==> src/hdl/mec_pkg.sv <==
// Shared constants, gradient tables and handoff types for the escape-time colorizer.
package mec_pkg;

  localparam int COORD_W         = 64;
  localparam int COORD_FRAC_BITS = 60;
  localparam int HALF_W          = COORD_W / 2;
  localparam int ACC_W           = 2 * COORD_W;
  localparam int CNT_W           = 20;

  localparam logic [CNT_W-1:0]   MAX_ITER_RESET = CNT_W'(200000);

  // |component| >= 2 and |z|^2 >= 4 at the product scale
  localparam logic [COORD_W-1:0] ESC_LIM    = COORD_W'(2) << COORD_FRAC_BITS;
  localparam logic [ACC_W-1:0]   ESC_THRESH = ACC_W'(4) << (2 * COORD_FRAC_BITS);

  // 0.009 in Q0.32
  localparam int                 SCALE_W   = 26;
  localparam logic [SCALE_W-1:0] SCALE_Q32 = SCALE_W'(38654706);
  localparam int                 FRAC_W    = 32;

  localparam int GRADIENT_STOPS = 7;
  localparam int IDX_W          = $clog2(GRADIENT_STOPS);
  localparam int POS_W          = FRAC_W + 1;
  localparam int CH_W           = 8;
  localparam int NUM_CH         = 3;
  localparam int T_FRAC         = 16;
  localparam int T_W            = T_FRAC + 1;

  localparam logic [POS_W-1:0] STOP_POS [GRADIENT_STOPS] = '{
    33'd0, 33'd343597384, 33'd644245094, 33'd1116691497,
    33'd1889785610, 33'd3006477107, 33'd4294967296
  };

  // rows: red, green, blue
  localparam logic [CH_W-1:0] STOP_RGB [NUM_CH][GRADIENT_STOPS] = '{
    '{8'd185, 8'd185, 8'd213, 8'd226, 8'd69,  8'd75,  8'd185},
    '{8'd210, 8'd101, 8'd19,  8'd141, 8'd45,  8'd92,  8'd210},
    '{8'd241, 8'd35,  8'd88,  8'd193, 8'd176, 8'd218, 8'd241}
  };

  // one partial product request to the shared multiplier
  typedef struct packed {
    logic       issue;
    logic       clear;
    logic [1:0] part;
  } mec_mul_req_t;

  // finished iteration handed to the colorizer
  typedef struct packed {
    logic [CNT_W-1:0] count;
    logic             in_set;
  } mec_res_t;

endpackage

==> src/hdl/mec_mul.sv <==
// Shared 32x32 multiplier with a 128-bit accumulator for 64x64 products.
module mec_mul (
  input  logic                          clk,
  input  logic                          rst,
  input  mec_pkg::mec_mul_req_t         req,
  input  logic [mec_pkg::COORD_W-1:0]   a,
  input  logic [mec_pkg::COORD_W-1:0]   b,
  output logic [mec_pkg::ACC_W-1:0]     acc
);

  logic [mec_pkg::HALF_W-1:0]  a_half;
  logic [mec_pkg::HALF_W-1:0]  b_half;
  logic [mec_pkg::COORD_W-1:0] prod;
  mec_pkg::mec_mul_req_t       req_q;
  logic [mec_pkg::ACC_W-1:0]   addend;
  logic [mec_pkg::ACC_W-1:0]   acc_base;

  // part bit 1 picks the high half of a, bit 0 the high half of b
  assign a_half = req.part[1] ? a[mec_pkg::COORD_W-1:mec_pkg::HALF_W] : a[mec_pkg::HALF_W-1:0];
  assign b_half = req.part[0] ? b[mec_pkg::COORD_W-1:mec_pkg::HALF_W] : b[mec_pkg::HALF_W-1:0];

  always_comb begin
    case (req_q.part)
      2'd0:    addend = {{mec_pkg::COORD_W{1'b0}}, prod};
      2'd3:    addend = {prod, {mec_pkg::COORD_W{1'b0}}};
      default: addend = {{mec_pkg::HALF_W{1'b0}}, prod, {mec_pkg::HALF_W{1'b0}}};
    endcase
    acc_base = req_q.clear ? '0 : acc;
  end

  always_ff @(posedge clk) begin
    if (rst) begin
      req_q <= '0;
    end else begin
      req_q <= req;
    end
    if (req.issue) begin
      prod <= mec_pkg::COORD_W'(a_half * b_half);
    end
    if (req_q.issue) begin
      acc <= acc_base + addend;
    end
  end

endmodule

==> config.mk <==
export PLATFORM = sky130hd
export DESIGN_NAME = mec_mul
export DESIGN_NICKNAME = d
export VERILOG_FILES = /design/src/hdl/mec_pkg.sv /design/src/hdl/mec_mul.sv
export SDC_FILE = /design/constraint.sdc
export NUM_CORES = 2
export LEC_CHECK = 0
export ABC_AREA = 1
export BUFFER_PORTS_ARGS = -buffer_cell sky130_fd_sc_hd__buf_2
export CELL_PAD_IN_SITES_DETAIL_PLACEMENT = 1
export CELL_PAD_IN_SITES_GLOBAL_PLACEMENT = 1
export CORE_ASPECT_RATIO = 2
export CORE_MARGIN = 1.5
export CORE_UTILIZATION = 44
export DETAILED_ROUTE_END_ITERATION = 8
export PLACE_DENSITY = 0.76
export SLEW_MARGIN = 30
export SYNTH_ARGS = -nofsm -noshare
export SYNTH_HDL_FRONTEND = slang
export SYNTH_SLANG_ARGS = --single-unit
==> constraint.sdc <==
create_clock -name clk -period 9.8 [get_ports clk]
set_input_delay 1.47 -clock clk [delete_from_list [all_inputs] [get_ports clk]]
set_output_delay 1.47 -clock clk [all_outputs]
set_load 0.02 [all_outputs]
==> impl_metrics.env <==
export IMPL_outcome="complete, no violations"
export IMPL_finalMaxSlewViolations=0
export IMPL_ys_warn_count=0
export IMPL_fin_skew_ns=0.0307
export IMPL_crit_start="req[1]"
export IMPL_rows=185
export IMPL_ys_ff_latch=196
export IMPL_gr_total_overflow=0
export IMPL_drtIter0Drc=3915
export IMPL_synth_nets=9533
export IMPL_worstSetupPathType="in2reg"
export IMPL_antenna_found_initial=17
export IMPL_ys_seq_area_share_pct=10.4
export IMPL_drc_errors=0
export IMPL_critPathBufInv=8
export IMPL_die_area_sq_um=130000
export IMPL_fin_cells=10100
export IMPL_crit_end="prod[28]"
export IMPL_synthCells=8110
export IMPL_synth_distinct_cells=43
export IMPL_crit_path_top_delay_cell="o21ai_2"
export IMPL_gp_congestion=1.11
export IMPL_holdCritPathClass="reg2reg"
export IMPL_postRouteAntennaNets=0
export IMPL_syn_avg_cell_area_sq_um=6.91
export IMPL_portBuffers=261
export IMPL_r2r_start="req_q[1]"
export IMPL_placed_cells=10100
export IMPL_netlist_area_sq_um=56100
export IMPL_grt_pass1_vias=63700
export IMPL_grtUsageTotal_pct=49.4
export IMPL_max_freq_mhz=103
export IMPL_path_delay_family="adder cells"
export IMPL_dr_pass1_iters=5
export IMPL_viasPerCell=5.65
export IMPL_die_x_um=255
export IMPL_drive_gt1_share_pct=9.19
export IMPL_slowest_delay_ns=0.82
export IMPL_reg2reg_depth=19
export IMPL_post_cts_buffers=0
export IMPL_cp_depth=25
export IMPL_timing_rr_end="acc[125]"
export IMPL_cp_required_ns=10.16
export IMPL_start_util_pct=44.3
export IMPL_crit_path_end_kind="register"
export IMPL_post_route_period_util_pct=99.3
export IMPL_final_cell_mix="2222 x nand2_1, 2088 x inv_1, 1165 x nor2_1"
export IMPL_grt_max_degree=100
export IMPL_post_drt_wl_per_cell_um=31.2
export IMPL_cp_start_kind="primary input"
export IMPL_critPathMaxFanout=14
export IMPL_fin_crit_ns=9.73
export IMPL_via_count=57000
export IMPL_dp_hpwl_mm=269
export IMPL_rsz0062_at_grt="false"
export IMPL_io_pins=262
export IMPL_h_tree_depth=4
export IMPL_utilization_pct=48.2
export IMPL_clock_sinks=196
export IMPL_fillers=16700
export IMPL_critPathMostFrequentCell="fa_1"
export IMPL_timing_final_hold_violations=0
export IMPL_drv_cap=0
export IMPL_setup_viol=0
export IMPL_rrSetupSlack_ns=4.00
export IMPL_synth_edf_count=192
export IMPL_final_common_cell="nand2_1"
export IMPL_root_buffer="clkbuf_16"
export IMPL_areaGrowthSynthToFinish_pct=8.82
export IMPL_async_flop_share_pct=0
export IMPL_slew_headroom_pct=27.8
export IMPL_die_h_um=508
export IMPL_clock_path_buffers=3
export IMPL_clk_pin_slew_worst_paths_ns=0.09
export IMPL_cp_arrival_ns=10.08
export IMPL_core_area_sq_um=127000
export IMPL_cts_tree="built"
export IMPL_drt_total_wl_mm=315
export IMPL_fin_nets=9820
export IMPL_grt_pass1_wl_mm=450
export IMPL_clock_latency_ns=0.61
export IMPL_tightest_slew_ns=1.08
export IMPL_numCtsBuffers=25
export IMPL_ys_flop_type="edfxtp_1"
==> layer usage <==
metal / vias to the layer above / wire length (um) / global-route usage (%)
met5: - / 167 / 0
met4: 16 / 56000 / 68.5
met3: 1959 / 19700 / 12.0
met2: 3020 / 157000 / 86.8
met1: 28000 / 82400 / 38.7
li1: 24000 / - / -
==> cell type report <==
type	count	area [sq um]	area share (%)
Antenna cell	9	22.5	0.0369
Clock buffer	26	629	1.03
Clock inverter	7	87.6	0.144
Inverter	2150	8070	13.2
Multi-Input combinational cell	5567	41300	67.7
Sequential cell	196	5850	9.60
Tap cell	1683	2110	3.45
Timing Repair Buffer	457	2940	4.82
==> worst reg2reg max path, cell delays in order, from the launching register on <==
cell	delay (ns)
dfxtp_1	0.36
inv_1	0.05
ha_1	0.29
inv_2	0.12
nand2_2	0.08
buf_4	0.39
buf_4	0.53
o22ai_1	0.32
ha_1	0.77
nand2_1	0.35
nor2_1	0.41
inv_1	0.11
nor2_2	0.14
inv_2	0.07
nor2_2	0.31
nand2_1	0.71
nor2_1	0.30
nand2_1	0.09
nand3_1	0.11
nand2_1	0.06
==> cell families after synthesis <==
logic type                 count (synthesis)  synth area share [%]
DFF                                      196                  10.4
AOI/OAI and AO/OA                        393                  4.15
adders and majority gates               1289                  40.8
and+or+nand+nor                         3783                  26.9
xor gates and xnor gates                 102                  1.59
buffers and inverters                   2347                  16.1
==> flip-flops by register name, summed over array words and instances (netlist names) <==
| name | count |
|---|---|
| acc | 128 |
| prod | 64 |
| req_q | 4 |
==> Yosys cell counts, types with 2 or more instances <==
cell      count  area share [%]
or2_1        19            0.21
nor2_2       49            0.55
inv_1      2090              14
nand2_1    2224              15
or2_0         9            0.10
clkbuf_1     46            0.31
fa_1        897              32
nor2_4        8            0.16
o22ai_1      63            0.70
o21bai_1     15            0.20
nand4_1      33            0.37
and2_1        4           0.045
ha_1        392             8.7
nor3_2        7            0.13
buf_4        11            0.15
buf_6         2           0.040
nand3_1     145             1.3
or2_2        37            0.41
nand2_2      26            0.29
nor4_1        2           0.022
nand3_2      18            0.32
a31oi_1       2           0.022
xnor2_1       7            0.11
dfxtp_1       4            0.14
inv_2        60            0.40
a21boi_0      3           0.040
nor2_1     1166             7.8
o21ai_2      51            0.80
buf_2       134             1.2
buf_1         4           0.027
o21a_1        7           0.094
edfxtp_1    192              10
nor3_1       33            0.29
o21ai_0      57            0.51
a21o_1        5           0.067
xor2_1       95             1.5
a21oi_1     173             1.5
o21ai_1      15            0.13
==> how the worst min path moves through the flow <==
stage / from / end / slack [ns] / depth (start not counted)
2_1_floorplan: prod[0] / acc[0] / 0.66 / 3
3_3_place_gp: acc[0] / acc[0] / 0.77 / 3
3_5_place_dp: acc[0] / acc[0] / 0.78 / 3
4_1_cts: acc[0] / acc[0] / 0.80 / 3
5_1_grt: acc[0] / acc[0] / 0.87 / 3
6_report: acc[0] / acc[0] / 0.81 / 3
==> through the flow <==
| step | TNS (ns) | worst slack [ns] | hold slack, ns | area (sq um) |
|---|---|---|---|---|
| after floorplan | 0 | 1.81 | 0.661 | 56100 |
| after global placement | -1.57 | -0.285 | 0.768 | 60200 |
| after detailed placement | -3.01 | -0.373 | 0.779 | 60200 |
| after CTS | 0 | 0.200 | 0.800 | 60900 |
| after global routing | 0 | 0.112 | 0.867 | 61000 |
| final | 0 | 0.0723 | 0.814 | 61000 |
==> timing repair <==
action | 4_1_cts | 5_1_grt
hold buffers | 0 | 0
resized for setup | 0 | 4
endpoints found under the setup margin | 0 | 3
Power is not shown: default switching activity piles up to over one toggle a cycle in this logic, so the estimate is an artifact.
