==> config.mk <==
export PLATFORM = sky130hd
export DESIGN_NAME = mec_color
export DESIGN_NICKNAME = d
export VERILOG_FILES = /design/src/hdl/mec_pkg.sv /design/src/hdl/mec_color.sv
export SDC_FILE = /design/constraint.sdc
export NUM_CORES = 1
export LEC_CHECK = 0
export BUFFER_PORTS_ARGS = -buffer_cell sky130_fd_sc_hd__buf_2
export CORE_MARGIN = 4
export CORE_UTILIZATION = 55
export DETAILED_ROUTE_END_ITERATION = 12
export HOLD_SLACK_MARGIN = 0.06
export PLACE_DENSITY = 0.72
export SLEW_MARGIN = 25
export SYNTH_ARGS = -nofsm -noshare
export SYNTH_HDL_FRONTEND = slang
export SYNTH_SLANG_ARGS = --single-unit
==> constraint.sdc <==
create_clock -name clk -period 24.6 [get_ports clk]
set_input_delay 6.15 -clock clk [delete_from_list [all_inputs] [get_ports clk]]
set_output_delay 6.15 -clock clk [all_outputs]
set_load 0.03 [all_outputs]
==> src/hdl/mec_pkg.sv <==
// Shared constants, gradient tables and handoff types for the escape-time colorizer.
package mec_pkg;

  localparam int COORD_W         = 64;
  localparam int COORD_FRAC_BITS = 60;
  localparam int HALF_W          = COORD_W / 2;
  localparam int ACC_W           = 2 * COORD_W;
  localparam int CNT_W           = 20;

  localparam logic [CNT_W-1:0]   MAX_ITER_RESET = CNT_W'(200000);

  // |component| >= 2 and |z|^2 >= 4 at the product scale
  localparam logic [COORD_W-1:0] ESC_LIM    = COORD_W'(2) << COORD_FRAC_BITS;
  localparam logic [ACC_W-1:0]   ESC_THRESH = ACC_W'(4) << (2 * COORD_FRAC_BITS);

  // 0.009 in Q0.32
  localparam int                 SCALE_W   = 26;
  localparam logic [SCALE_W-1:0] SCALE_Q32 = SCALE_W'(38654706);
  localparam int                 FRAC_W    = 32;

  localparam int GRADIENT_STOPS = 7;
  localparam int IDX_W          = $clog2(GRADIENT_STOPS);
  localparam int POS_W          = FRAC_W + 1;
  localparam int CH_W           = 8;
  localparam int NUM_CH         = 3;
  localparam int T_FRAC         = 16;
  localparam int T_W            = T_FRAC + 1;

  localparam logic [POS_W-1:0] STOP_POS [GRADIENT_STOPS] = '{
    33'd0, 33'd343597384, 33'd644245094, 33'd1116691497,
    33'd1889785610, 33'd3006477107, 33'd4294967296
  };

  // rows: red, green, blue
  localparam logic [CH_W-1:0] STOP_RGB [NUM_CH][GRADIENT_STOPS] = '{
    '{8'd185, 8'd185, 8'd213, 8'd226, 8'd69,  8'd75,  8'd185},
    '{8'd210, 8'd101, 8'd19,  8'd141, 8'd45,  8'd92,  8'd210},
    '{8'd241, 8'd35,  8'd88,  8'd193, 8'd176, 8'd218, 8'd241}
  };

  // one partial product request to the shared multiplier
  typedef struct packed {
    logic       issue;
    logic       clear;
    logic [1:0] part;
  } mec_mul_req_t;

  // finished iteration handed to the colorizer
  typedef struct packed {
    logic [CNT_W-1:0] count;
    logic             in_set;
  } mec_res_t;

endpackage

==> src/hdl/mec_color.sv <==
// Gradient lookup: count scaling, segment search, serial divide for t, channel blend.
module mec_color (
  input  logic                          clk,
  input  logic                          rst,
  input  logic                          in_valid,
  output logic                          in_ready,
  input  mec_pkg::mec_res_t             res,
  output logic                          out_valid,
  input  logic                          out_ready,
  output logic [mec_pkg::CNT_W-1:0]     iteration_count,
  output logic                          inside_set,
  output logic [mec_pkg::CH_W-1:0]      red,
  output logic [mec_pkg::CH_W-1:0]      green,
  output logic [mec_pkg::CH_W-1:0]      blue
);

  localparam int POS_W   = mec_pkg::POS_W;
  localparam int IDX_W   = mec_pkg::IDX_W;
  localparam int T_W     = mec_pkg::T_W;
  localparam int DCNT_W  = $clog2(T_W);
  localparam int PROD_W  = mec_pkg::CNT_W + mec_pkg::SCALE_W;
  localparam int MIX_W   = T_W + mec_pkg::CH_W + 2;

  typedef enum logic [6:0] {
    C_IDLE  = 7'b0000001,
    C_SCALE = 7'b0000010,
    C_SEG   = 7'b0000100,
    C_PREP  = 7'b0001000,
    C_DIV   = 7'b0010000,
    C_MIX   = 7'b0100000,
    C_OUT   = 7'b1000000
  } cstate_t;

  cstate_t                      state;
  logic [mec_pkg::FRAC_W-1:0]   fr;
  logic [IDX_W-1:0]             seg;
  logic [IDX_W-1:0]             seg_found;
  logic [IDX_W-1:0]             seg_up;
  logic [POS_W-1:0]             span;
  logic [POS_W-1:0]             rem;
  logic [POS_W:0]               trial;
  logic [T_W-1:0]               quo;
  logic [DCNT_W-1:0]            dcnt;
  logic [1:0]                   ch;
  logic [PROD_W-1:0]            scale_prod;
  logic [POS_W-1:0]             fr_ext;
  logic [mec_pkg::CH_W-1:0]     col_a, col_b;
  logic signed [mec_pkg::CH_W:0] col_diff;
  logic signed [MIX_W-1:0]      mix_prod;
  logic signed [MIX_W-1:0]      mix_sum;
  logic [mec_pkg::CH_W-1:0]     mix_val;

  assign in_ready  = (state == C_IDLE);
  assign out_valid = (state == C_OUT);

  assign scale_prod = PROD_W'(iteration_count) * PROD_W'(mec_pkg::SCALE_Q32);
  assign fr_ext     = {1'b0, fr};
  assign seg_up     = seg + IDX_W'(1);
  assign trial      = (dcnt == '0) ? {1'b0, rem} : {rem, 1'b0};

  // first segment whose upper stop reaches fr
  always_comb begin
    seg_found = IDX_W'(mec_pkg::GRADIENT_STOPS - 2);
    for (int k = mec_pkg::GRADIENT_STOPS - 2; k >= 0; k--) begin
      if (mec_pkg::STOP_POS[k+1] >= fr_ext) begin
        seg_found = IDX_W'(k);
      end
    end
  end

  always_comb begin
    col_a    = mec_pkg::STOP_RGB[ch][seg];
    col_b    = mec_pkg::STOP_RGB[ch][seg_up];
    col_diff = $signed({1'b0, col_b}) - $signed({1'b0, col_a});
    mix_prod = $signed({1'b0, quo}) * col_diff;
    mix_sum  = $signed({{(MIX_W - mec_pkg::CH_W - mec_pkg::T_FRAC){1'b0}}, col_a,
                        {mec_pkg::T_FRAC{1'b0}}}) + mix_prod;
    mix_val  = mix_sum[mec_pkg::T_FRAC + mec_pkg::CH_W - 1:mec_pkg::T_FRAC];
  end

  always_ff @(posedge clk) begin
    if (rst) begin
      state <= C_IDLE;
    end else begin
      case (state)
        C_IDLE: begin
          if (in_valid) begin
            iteration_count <= res.count;
            inside_set      <= res.in_set;
            if (res.in_set) begin
              red   <= '0;
              green <= '0;
              blue  <= '0;
              state <= C_OUT;
            end else begin
              state <= C_SCALE;
            end
          end
        end
        C_SCALE: begin
          fr    <= scale_prod[mec_pkg::FRAC_W-1:0];
          state <= C_SEG;
        end
        C_SEG: begin
          seg   <= seg_found;
          state <= C_PREP;
        end
        C_PREP: begin
          span  <= mec_pkg::STOP_POS[seg_up] - mec_pkg::STOP_POS[seg];
          rem   <= (fr_ext > mec_pkg::STOP_POS[seg]) ? (fr_ext - mec_pkg::STOP_POS[seg]) : '0;
          quo   <= '0;
          dcnt  <= '0;
          state <= C_DIV;
        end
        C_DIV: begin
          // one quotient bit per cycle, restoring
          if (trial >= {1'b0, span}) begin
            rem <= POS_W'(trial - {1'b0, span});
            quo <= {quo[T_W-2:0], 1'b1};
          end else begin
            rem <= POS_W'(trial);
            quo <= {quo[T_W-2:0], 1'b0};
          end
          dcnt <= dcnt + DCNT_W'(1);
          if (dcnt == DCNT_W'(T_W - 1)) begin
            ch    <= 2'd0;
            state <= C_MIX;
          end
        end
        C_MIX: begin
          case (ch)
            2'd0:    red   <= mix_val;
            2'd1:    green <= mix_val;
            default: blue  <= mix_val;
          endcase
          ch <= ch + 2'd1;
          if (ch == 2'(mec_pkg::NUM_CH - 1)) begin
            state <= C_OUT;
          end
        end
        C_OUT: begin
          if (out_ready) begin
            state <= C_IDLE;
          end
        end
        default: begin
          state <= C_IDLE;
        end
      endcase
    end
  end

endmodule

==> results by group <==
Worst setup path
  – Max Fanout on Critical Path: 33
  – Kind of start point of the critical path: flip-flop
  – Crit path kind: reg2reg
  – Crit path DAT: 10.92 ns
  – Max stage delay on crit path: 1.00 ns
  – Crit Reg-Reg Endpoint: red[7]
  – Worst r2r src: seg[2]
  – Worst setup EP type: flip-flop
  – FF-to-FF setup slack: 13.91 ns
  – CP required: 24.83 ns
  – Setup crit start: seg[2]
  – Crit path to: red[7]
  – Reg2reg path depth: 33
  – Critical Path Stages: 33
  – Crit-path slowest cell: edfxtp_1
  – CP Buf/Inv Count: 5
  – Delay-heaviest family, CP: adder cells
  – Most used cell, CP: fa_1

Timing
  – TNS Setup: 0 ns
  – Crit path time final: 10.69 ns
  – Clock Skew: 0.0143 ns
  – RSZ-0062 raised after global routing: false
  – Final hold vios: 0
  – Highest clock rate: 93.6 MHz
  – # setup viols final: 0
  – Max-slew violation total from the final report: 0
  – Worst-Margin Slew: 1.02 ns
  – Max-slew headroom: 0.310
  – Final Cycle Share: 0.435

Clocking
  – Num CTS Buffers: 17
  – TritonCTS clock tree: done
  – CTS root buf: clkbuf_16
  – CTS sink count: 175
  – Max Root-Sink Buffers: 2
  – CTS clk-pin slew, worst paths: 0.07 ns
  – Post-CTS Resized: 0
  – CTS Hold Bufs: 0
  – Skew-Pair Late Insertion Delay: 0.50 ns
  – Setup bufs post-CTS: 0
  – CTS HTree Levels: 4

Placed design
  – Port bufs: 71
  – RePlAce Congestion: 1.01
  – Placed instance area: 25000 sq um
  – Placed insts: 3115
  – Post-DP HPWL: 49800 microns

Floorplanning
  – Overall die height: 217 microns
  – Boundary pin count: 72
  – FP Rows: 76
  – Starting Density: 0.557
  – Die ar.: 47100 sq um
  – Die width: 217 microns
  – Core Area: 43200 sq um

Finish
  – Ratio of cells with drive above 1 in the final layout: 0.0746
  – Fin util: 0.592
  – Final Instance Area: 25600 sq um
  – Commonest non-fill, non-tap cell in the layout: inv_1
  – Layout Cells excl Fill: 3147
  – P&R area growth vs syn: 6.32%
  – Antenna Cells: 0
  – Most frequent cells in the layout: inv_1, ha_1, fa_1
  – Layout Nets: 3133

Run status
  – Result of the run: complete, no violations

Logic synthesis
  – Yosys reg bits: 175
  – Yosys cell types: 79
  – EDFF count, synth: 168
  – Syn avg cell area: 9.55 sq um
  – Fraction of registers with async set/reset: 0
  – Post-synthesis cell count: 2516
  – Seq/Total Area, Yosys: 0.216
  – Synth Flop Type: edfxtp_1
  – Synthesized Nets: 3100
  – YS warnings: 0
  – Mapped Area: 24000 sq um

Global route
  – Number of global-route vias before repair: 18900
  – Antenna violations before repair: 0
  – Global route overflow: 0
  – Total GRT Usage: 0.268
  – Largest net degree at the start of global routing: 56
  – First-pass GRT wire length: 99800 microns

Flow run
  – Max-cap violation count: 0

Drt
  – Via count: 18200
  – ANT nets after route: 0
  – DRC: 0
  – Routed len/inst: 19.6 microns
  – Vias/cell: 5.79
  – DR iter-0 viols: 1581
  – Drt pass-1 iters: 9
  – Detailed Route WL: 61600 microns

Hold path
  – Hold crit path type: reg2reg
layer usage:
metal,share of wire,global-route usage,vias to the layer above
met1,0.42,0.353,8905
met4,0.037,0.101,0
met2,0.48,0.449,578
li1,-,-,8613
met5,0,0,-
met3,0.057,0.0422,128
per-stage QoR:
stage | setup slack, ns | hold slack (ns)
global route | 13.29 | 0.568
floorplan | 14.91 | 0.500
global placement | 14.21 | 0.519
finish | 13.91 | 0.540
CTS | 13.98 | 0.542
detailed placement | 14.00 | 0.534
cell type report:
type	count	area, sq um
Clock buffer	17	425
Clock inverter	15	141
Fill cell	3781	17600
Inverter	402	1510
Multi-Input combinational cell	1866	17100
Sequential cell	175	5180
Tap cell	585	732
Timing Repair Buffer	87	475
worst min-delay path by stage:
stage	start	endpoint	slack, ns	cells past startpoint
final	state[2]	state[3]	0.54	2
after CTS	state[2]	state[3]	0.54	2
after global placement	state[2]	state[3]	0.52	2
after global routing	state[2]	state[3]	0.57	2
after floorplan	state[2]	state[3]	0.50	2
after detailed placement	state[2]	state[3]	0.53	2
cells in the mapped netlist (all sizes together), types with 9 or more instances:
cell | n | share of area
inv | 401 | 0.063
ha | 294 | 0.15
fa | 265 | 0.22
edfxtp | 168 | 0.21
nor2 | 165 | 0.026
a21oi | 161 | 0.034
nand2 | 146 | 0.023
o21ai | 104 | 0.022
and2 | 100 | 0.026
xnor2 | 93 | 0.034
a21o | 53 | 0.017
clkbuf | 50 | 0.0078
xor2 | 46 | 0.017
mux2 | 36 | 0.017
nand2b | 34 | 0.0088
nor3 | 31 | 0.0065
nand3 | 29 | 0.0060
o22ai | 28 | 0.0073
nor2b | 26 | 0.0068
buf | 23 | 0.0049
a211oi | 20 | 0.0065
o21a | 19 | 0.0059
nand4 | 18 | 0.0047
a31oi | 17 | 0.0044
o21bai | 15 | 0.0047
nor4 | 11 | 0.0029
or2 | 11 | 0.0029
mux2i | 10 | 0.0042
o211ai | 9 | 0.0028
or3 | 9 | 0.0023
cell families after synthesis:
logic type | Yosys count | share of synthesized area
xor gates and xnor gates | 139 | 0.0507
adders and majority gates | 559 | 0.374
DFF | 175 | 0.216
AOI/OAI and AO/OA | 510 | 0.136
and+or+nand+nor | 611 | 0.126
buffers and inverters | 475 | 0.0755
muxes | 47 | 0.0220
worst min-delay path, delay by kind of cell, from the launching register on:
family	cells	cell delay, ns
flops	1	0.33
simple gates	2	0.16
registers in the layout (all words and copies together), names as in the netlist:
signal / count
rem: 33
span: 32
fr: 31
iteration_count: 20
quo: 17
blue: 8
green: 8
red: 8
state: 7
dcnt: 5
seg: 3
ch: 2
inside_set: 1
Power is not shown: default switching activity piles up to over one toggle a cycle in this logic, so the estimate is an artifact.
