## src/hdl/mec_pkg.sv

```systemverilog
// Shared constants, gradient tables and handoff types for the escape-time colorizer.
package mec_pkg;

  localparam int COORD_W         = 64;
  localparam int COORD_FRAC_BITS = 60;
  localparam int HALF_W          = COORD_W / 2;
  localparam int ACC_W           = 2 * COORD_W;
  localparam int CNT_W           = 20;

  localparam logic [CNT_W-1:0]   MAX_ITER_RESET = CNT_W'(200000);

  // |component| >= 2 and |z|^2 >= 4 at the product scale
  localparam logic [COORD_W-1:0] ESC_LIM    = COORD_W'(2) << COORD_FRAC_BITS;
  localparam logic [ACC_W-1:0]   ESC_THRESH = ACC_W'(4) << (2 * COORD_FRAC_BITS);

  // 0.009 in Q0.32
  localparam int                 SCALE_W   = 26;
  localparam logic [SCALE_W-1:0] SCALE_Q32 = SCALE_W'(38654706);
  localparam int                 FRAC_W    = 32;

  localparam int GRADIENT_STOPS = 7;
  localparam int IDX_W          = $clog2(GRADIENT_STOPS);
  localparam int POS_W          = FRAC_W + 1;
  localparam int CH_W           = 8;
  localparam int NUM_CH         = 3;
  localparam int T_FRAC         = 16;
  localparam int T_W            = T_FRAC + 1;

  localparam logic [POS_W-1:0] STOP_POS [GRADIENT_STOPS] = '{
    33'd0, 33'd343597384, 33'd644245094, 33'd1116691497,
    33'd1889785610, 33'd3006477107, 33'd4294967296
  };

  // rows: red, green, blue
  localparam logic [CH_W-1:0] STOP_RGB [NUM_CH][GRADIENT_STOPS] = '{
    '{8'd185, 8'd185, 8'd213, 8'd226, 8'd69,  8'd75,  8'd185},
    '{8'd210, 8'd101, 8'd19,  8'd141, 8'd45,  8'd92,  8'd210},
    '{8'd241, 8'd35,  8'd88,  8'd193, 8'd176, 8'd218, 8'd241}
  };

  // one partial product request to the shared multiplier
  typedef struct packed {
    logic       issue;
    logic       clear;
    logic [1:0] part;
  } mec_mul_req_t;

  // finished iteration handed to the colorizer
  typedef struct packed {
    logic [CNT_W-1:0] count;
    logic             in_set;
  } mec_res_t;

endpackage

```

## src/hdl/mec_iter.sv

```systemverilog
// Sequencer for z = z*z + c steps and the escape test on the shared multiplier.
module mec_iter (
  input  logic                          clk,
  input  logic                          rst,
  input  logic                          in_valid,
  output logic                          in_ready,
  input  logic [mec_pkg::COORD_W-1:0]   c_real,
  input  logic [mec_pkg::COORD_W-1:0]   c_imag,
  input  logic [mec_pkg::CNT_W-1:0]     iter_limit,
  output logic                          res_valid,
  input  logic                          res_ready,
  output mec_pkg::mec_res_t             res,
  output mec_pkg::mec_mul_req_t         mul_req,
  output logic [mec_pkg::COORD_W-1:0]   mul_a,
  output logic [mec_pkg::COORD_W-1:0]   mul_b,
  input  logic [mec_pkg::ACC_W-1:0]     mul_acc
);

  localparam int F = mec_pkg::COORD_FRAC_BITS;
  localparam int W = mec_pkg::COORD_W;

  typedef enum logic [6:0] {
    I_IDLE   = 7'b0000001,
    I_CHECK  = 7'b0000010,
    I_MUL    = 7'b0000100,
    I_DRAIN  = 7'b0001000,
    I_UPDATE = 7'b0010000,
    I_MAG    = 7'b0100000,
    I_DONE   = 7'b1000000
  } istate_t;

  // which product is being built
  typedef enum logic [2:0] {
    P_RR    = 3'd0,
    P_II    = 3'd1,
    P_RI    = 3'd2,
    P_SUM_R = 3'd3,
    P_SUM_I = 3'd4
  } prod_sel_t;

  istate_t                 state;
  prod_sel_t               pidx;
  logic [1:0]              part;
  logic                    drain;
  logic [W-1:0]            cr, ci, zr, zi, mr, mi, sr, sdiff, q;
  logic [mec_pkg::CNT_W-1:0] count;
  logic                    ovf;

  logic [W-1:0] prod_hi;
  logic [W-1:0] q_raw;
  logic         q_neg;
  logic         q_low;
  logic [W-1:0] nr, ni;
  logic [W-1:0] zr_mag, zi_mag;

  assign in_ready  = (state == I_IDLE);
  assign res_valid = (state == I_DONE);
  assign res.count  = count;
  assign res.in_set = (count >= iter_limit);

  always_comb begin
    mul_req.issue = (state == I_MUL);
    mul_req.clear = (part == 2'd0) && (pidx != P_SUM_I);
    mul_req.part  = part;
    case (pidx)
      P_II, P_SUM_I: begin
        mul_a = mi;
        mul_b = mi;
      end
      P_RI: begin
        mul_a = mr;
        mul_b = mi;
      end
      default: begin
        mul_a = mr;
        mul_b = mr;
      end
    endcase
  end

  always_comb begin
    prod_hi = mul_acc[F+W-1:F];
    q_raw   = mul_acc[F+W-2:F-1];
    q_low   = (mul_acc[F-2:0] != '0);
    q_neg   = zr[W-1] ^ zi[W-1];
    nr      = sdiff + cr;
    ni      = q + ci;
    zr_mag  = zr[W-1] ? (~zr + W'(1)) : zr;
    zi_mag  = zi[W-1] ? (~zi + W'(1)) : zi;
  end

  always_ff @(posedge clk) begin
    if (rst) begin
      state <= I_IDLE;
      pidx  <= P_RR;
      part  <= 2'd0;
      drain <= 1'b0;
    end else begin
      case (state)
        I_IDLE: begin
          if (in_valid) begin
            cr    <= c_real;
            ci    <= c_imag;
            zr    <= '0;
            zi    <= '0;
            mr    <= '0;
            mi    <= '0;
            count <= '0;
            state <= I_CHECK;
          end
        end
        I_CHECK: begin
          if (count == iter_limit) begin
            state <= I_DONE;
          end else begin
            count <= count + mec_pkg::CNT_W'(1);
            pidx  <= P_RR;
            part  <= 2'd0;
            state <= I_MUL;
          end
        end
        I_MUL: begin
          part <= part + 2'd1;
          if (part == 2'd3) begin
            if (pidx == P_SUM_R) begin
              pidx <= P_SUM_I;
            end else begin
              drain <= 1'b0;
              state <= I_DRAIN;
            end
          end
        end
        I_DRAIN: begin
          // first cycle lets the last partial product land in the accumulator
          if (!drain) begin
            drain <= 1'b1;
          end else begin
            drain <= 1'b0;
            case (pidx)
              P_RR: begin
                sr    <= prod_hi;
                pidx  <= P_II;
                state <= I_MUL;
              end
              P_II: begin
                sdiff <= sr - prod_hi;
                pidx  <= P_RI;
                state <= I_MUL;
              end
              P_RI: begin
                // floor toward minus infinity for a negative cross term
                if (q_neg) begin
                  q <= q_low ? ~q_raw : (~q_raw + W'(1));
                end else begin
                  q <= q_raw;
                end
                state <= I_UPDATE;
              end
              P_SUM_I: begin
                state <= (mul_acc >= mec_pkg::ESC_THRESH) ? I_DONE : I_CHECK;
              end
              default: begin
                state <= I_DONE;
              end
            endcase
          end
        end
        I_UPDATE: begin
          zr    <= nr;
          zi    <= ni;
          ovf   <= ((~(sdiff ^ cr)) & (sdiff ^ nr) & {W{1'b1}}) != '0 &&
                   ((~(sdiff[W-1] ^ cr[W-1])) & (sdiff[W-1] ^ nr[W-1])) ||
                   ((~(q[W-1] ^ ci[W-1])) & (q[W-1] ^ ni[W-1]));
          state <= I_MAG;
        end
        I_MAG: begin
          mr <= zr_mag;
          mi <= zi_mag;
          if (ovf || zr_mag >= mec_pkg::ESC_LIM || zi_mag >= mec_pkg::ESC_LIM) begin
            state <= I_DONE;
          end else begin
            pidx  <= P_SUM_R;
            part  <= 2'd0;
            state <= I_MUL;
          end
        end
        I_DONE: begin
          if (res_ready) begin
            state <= I_IDLE;
          end
        end
        default: begin
          state <= I_IDLE;
        end
      endcase
    end
  end

endmodule

```

## config.mk

```make
export PLATFORM = sky130hd
export DESIGN_NAME = mec_iter
export DESIGN_NICKNAME = d
export VERILOG_FILES = /design/src/hdl/mec_pkg.sv /design/src/hdl/mec_iter.sv
export SDC_FILE = /design/constraint.sdc
export NUM_CORES = 1
export LEC_CHECK = 0
export BUFFER_PORTS_ARGS = -buffer_cell sky130_fd_sc_hd__buf_4
export CAP_MARGIN = 10
export CORE_MARGIN = 2
export CORE_UTILIZATION = 45
export DETAILED_ROUTE_END_ITERATION = 8
export SLEW_MARGIN = 30
export SYNTH_ARGS = -nofsm -noshare
export SYNTH_HDL_FRONTEND = slang
export SYNTH_SLANG_ARGS = --single-unit
```

## constraint.sdc

```tcl
create_clock -name clk -period 20.7 [get_ports clk]
set_input_delay 0 -clock clk [delete_from_list [all_inputs] [get_ports clk]]
set_output_delay 0 -clock clk [all_outputs]
set_load 0.01 [all_outputs]
```

==> results.toml <==
[clock_network]
cts-resized-gates = 0
cts_root_buf = "clkbuf_16"
cts_num_sinks = 610
post-cts-setup-buffer-count = 0
cts_buffer_depth = 3
path_clk_slew_ps = 60
clk_latency_ps = 610
cts_buffers = 69
cts_tree = "done"
h-tree-depth = 3

[synth]
avgSynthCellArea_um2 = 10.5
seq_area_frac_synth = 0.486
synth_nets = 4049
synth_edf_count = 597
async_reset_ff_frac = 0
syn-cell-area_um2 = 37400
synth_seq_cells = 610
ys_warn_count = 0
synth.distinct_cells = 77
synth_cells = 3551
synth_flop_cell = "edfxtp_1"

[power]
vdd.ir_drop.worst_v = 0.0000607
p_seq_frac = 0.415
switching_share = 0.296
p_leak_nw = 18.0
powerDensity_nw_per_um2 = 82.1
combPwrFrac = 0.263
p_sw_w = 0.00112
clockPowerShare = 0.322
cellInternalPower_w = 0.00266

[floorplanning]
chipHeight_um = 292
core_um2 = 82200
die-area_um2 = 85500
rows = 105
io_pins = 435
die_w_um = 292
start_util = 0.455

[setup_path]
crit_type = "flip-flop to flip-flop"
critPathRequiredTime_ps = 21090
critPathSlowestCell = "a2111oi_1"
ff2ff_path_depth = 13
critPathTopFamily = "compound AO/OA/AOI/OAI gates"
startpoint = "sr[0]"
cp-end-kind = "flip-flop"
reg2reg_from = "sr[0]"
crit_path_start_kind = "flip-flop"
critical_path_buf_inv_count = 1
crit_fanout = 4
cp.depth = 13
arrival_ps = 4810
cp_cell_sequence = "inv_1 > ha_1 > fa_1 > nand2b_1 > a21oi_1 > o21ai_0 > o211ai_1 > nand3_1 > a2111oi_1 > o21ai_0 > a21oi_1 > nor4_1 > a2111oi_0"
cpPeakStageDelay_ps = 800

[routing]
avgRoutedWirePerCell_um = 20.4
drtPass1Iterations = 6
drt_wl_total_mm = 108
ant_nets = 0
drt_iter0_markers = 2560
viasPerCell = 5.56
vias = 29300
drc = 0

[global_route]
antenna_found_initial = 5
grt_pass1_wl_mm = 164
grt_pass1_vias = 28000
grt_use_total = 0.247
grt_max_degree = 123
grt_overflow = 0

[final_layout]
post-route-cell-area_um2 = 46100
nets = 4644
fin_util = 0.560
area_growth_pct = 23.0
drive_gt1_frac = 0.175

[place]
place_area_um2 = 41800
gp_congestion = 0.924
place_ws_ps = 16390
dpl.hpwl_mm = 83.4
io_buffers = 434

[min_path]
hp-class = "input pin to flip-flop"
worstHoldStart = "c_real[7]"
hold_path_depth = 2

[timing]
finalCritPeriodShare = 0.213
worst_pin_slew_ps = 927
holdWs_ps = 114
hold_viol = 0
finalMaxSlewViolations = 0
fin_crit_ps = 4410
rsz0062_at_grt = "no"
slew_headroom = 0.379
skew_ps = 28.3
clock.fmax_mhz = 227
final.setup.worst_slack_ps = 16290
setup_tns_ps = 0
setup_viol = 0

[outcome]
status = "completed"

[flow_run]
cap_viol_max_count = 0
[cell families (layout without fill, tap and decap cells)]
logic type | Yosys count | count (layout) | share of synthesized area
and+or+nand+nor | 1073 | 1073 | 0.137
AOI/OAI and AO/OA | 849 | 849 | 0.146
DFF | 610 | 610 | 0.486
xor gates and xnor gates | 377 | 377 | 0.0882
buffers and inverters | 289 | 937 | 0.0290
adders and majority gates | 218 | 218 | 0.0735
muxes | 135 | 135 | 0.0404
other | 0 | 3 | 0
[cells in the final DEF, fill, tap and decap left out, types with 29 or more instances in the layout]
cell type	instances
nor2_1	402
buf_4	452
nor3_1	60
nand2b_1	32
mux2_2	129
a31oi_1	37
nand3_1	71
dlygate4sd3_1	199
nand2_1	229
clkbuf_16	71
nand4_1	56
inv_1	158
o41ai_1	30
o31ai_1	57
xor2_1	195
ha_1	215
o21bai_1	39
nor4_1	32
o21ai_0	174
edfxtp_1	597
a21o_1	113
xnor2_1	180
or3_1	29
a21oi_1	237
[per-layer routing]
metal | global-route usage | share of wire | vias to the layer above
met5 | 0 | 0 | -
met1 | 0.379 | 0.49 | 13900
met4 | 0.0650 | 0.023 | 0
li1 | - | - | 14300
met2 | 0.368 | 0.43 | 936
met3 | 0.0280 | 0.059 | 131
[flip-flops by register name, indices dropped and copies added, names as in the netlist, 2 cells and up]
| register | flops |
|---|---|
| sdiff | 64 |
| zr | 64 |
| state | 7 |
| ci | 64 |
| mi | 64 |
| q | 64 |
| zi | 64 |
| count | 20 |
| part | 2 |
| mr | 64 |
| pidx | 3 |
| sr | 64 |
| cr | 64 |
[final timing paths]
kind                     to  slack, ps
setup / recovery  sdiff[58]      16290
hold / removal        cr[7]        110
setup reg to reg  sdiff[58]      16290
hold reg to reg       drain        540
[synthesized netlist by cell type, types with 37 or more instances]
library cell / instances / area [um2]
nand3_1: 71 / 355
o21bai_1: 39 / 293
nand4_1: 56 / 350
nand2_1: 229 / 860
a31oi_1: 37 / 231
nor2_1: 404 / 1520
inv_1: 158 / 593
ha_1: 215 / 2690
nor3_1: 62 / 310
a21o_1: 113 / 848
o21ai_0: 174 / 871
o31ai_1: 57 / 428
clkbuf_1: 128 / 480
mux2_2: 129 / 1450
xor2_1: 196 / 1720
a21oi_1: 239 / 1200
xnor2_1: 181 / 1590
edfxtp_1: 597 / 17900
[what timing repair did]
| action | in CTS | in global routing |
|---|---|---|
| endpoints found under the hold margin | 274 | 0 |
| setup endpoints to repair | 0 | 0 |
| hold buffers | 199 | 0 |
[metrics by stage]
stage,std cells,power [W]
after global routing,5271,0.00395
final,5272,0.00378
after CTS,5268,0.00381
after global placement,4944,0.00255
after floorplan,3551,0.00220
after detailed placement,4945,0.00256
[power groups by stage]
stage,logic [W],clock network (W),registers [W]
global route,0.00108,0.00129,0.00158
detailed placement,0.000961,0,0.00159
finish,0.000996,0.00122,0.00157
global placement,0.000962,0,0.00159
floorplan,0.000613,0,0.00159
CTS,0.000995,0.00124,0.00157
[cell type report]
| type | count | area [um2] |
|---|---|---|
| Fill cell | 7228 | 36200 |
| Tap cell | 1070 | 1340 |
| Antenna cell | 3 | 7.51 |
| Clock buffer | 82 | 1820 |
| Inverter | 158 | 593 |
| Sequential cell | 610 | 18200 |
| Timing Repair Buffer | 655 | 5440 |
| Multi-Input combinational cell | 2652 | 18200 |
| Clock inverter | 42 | 418 |
(Power assumes the default switching activity.)
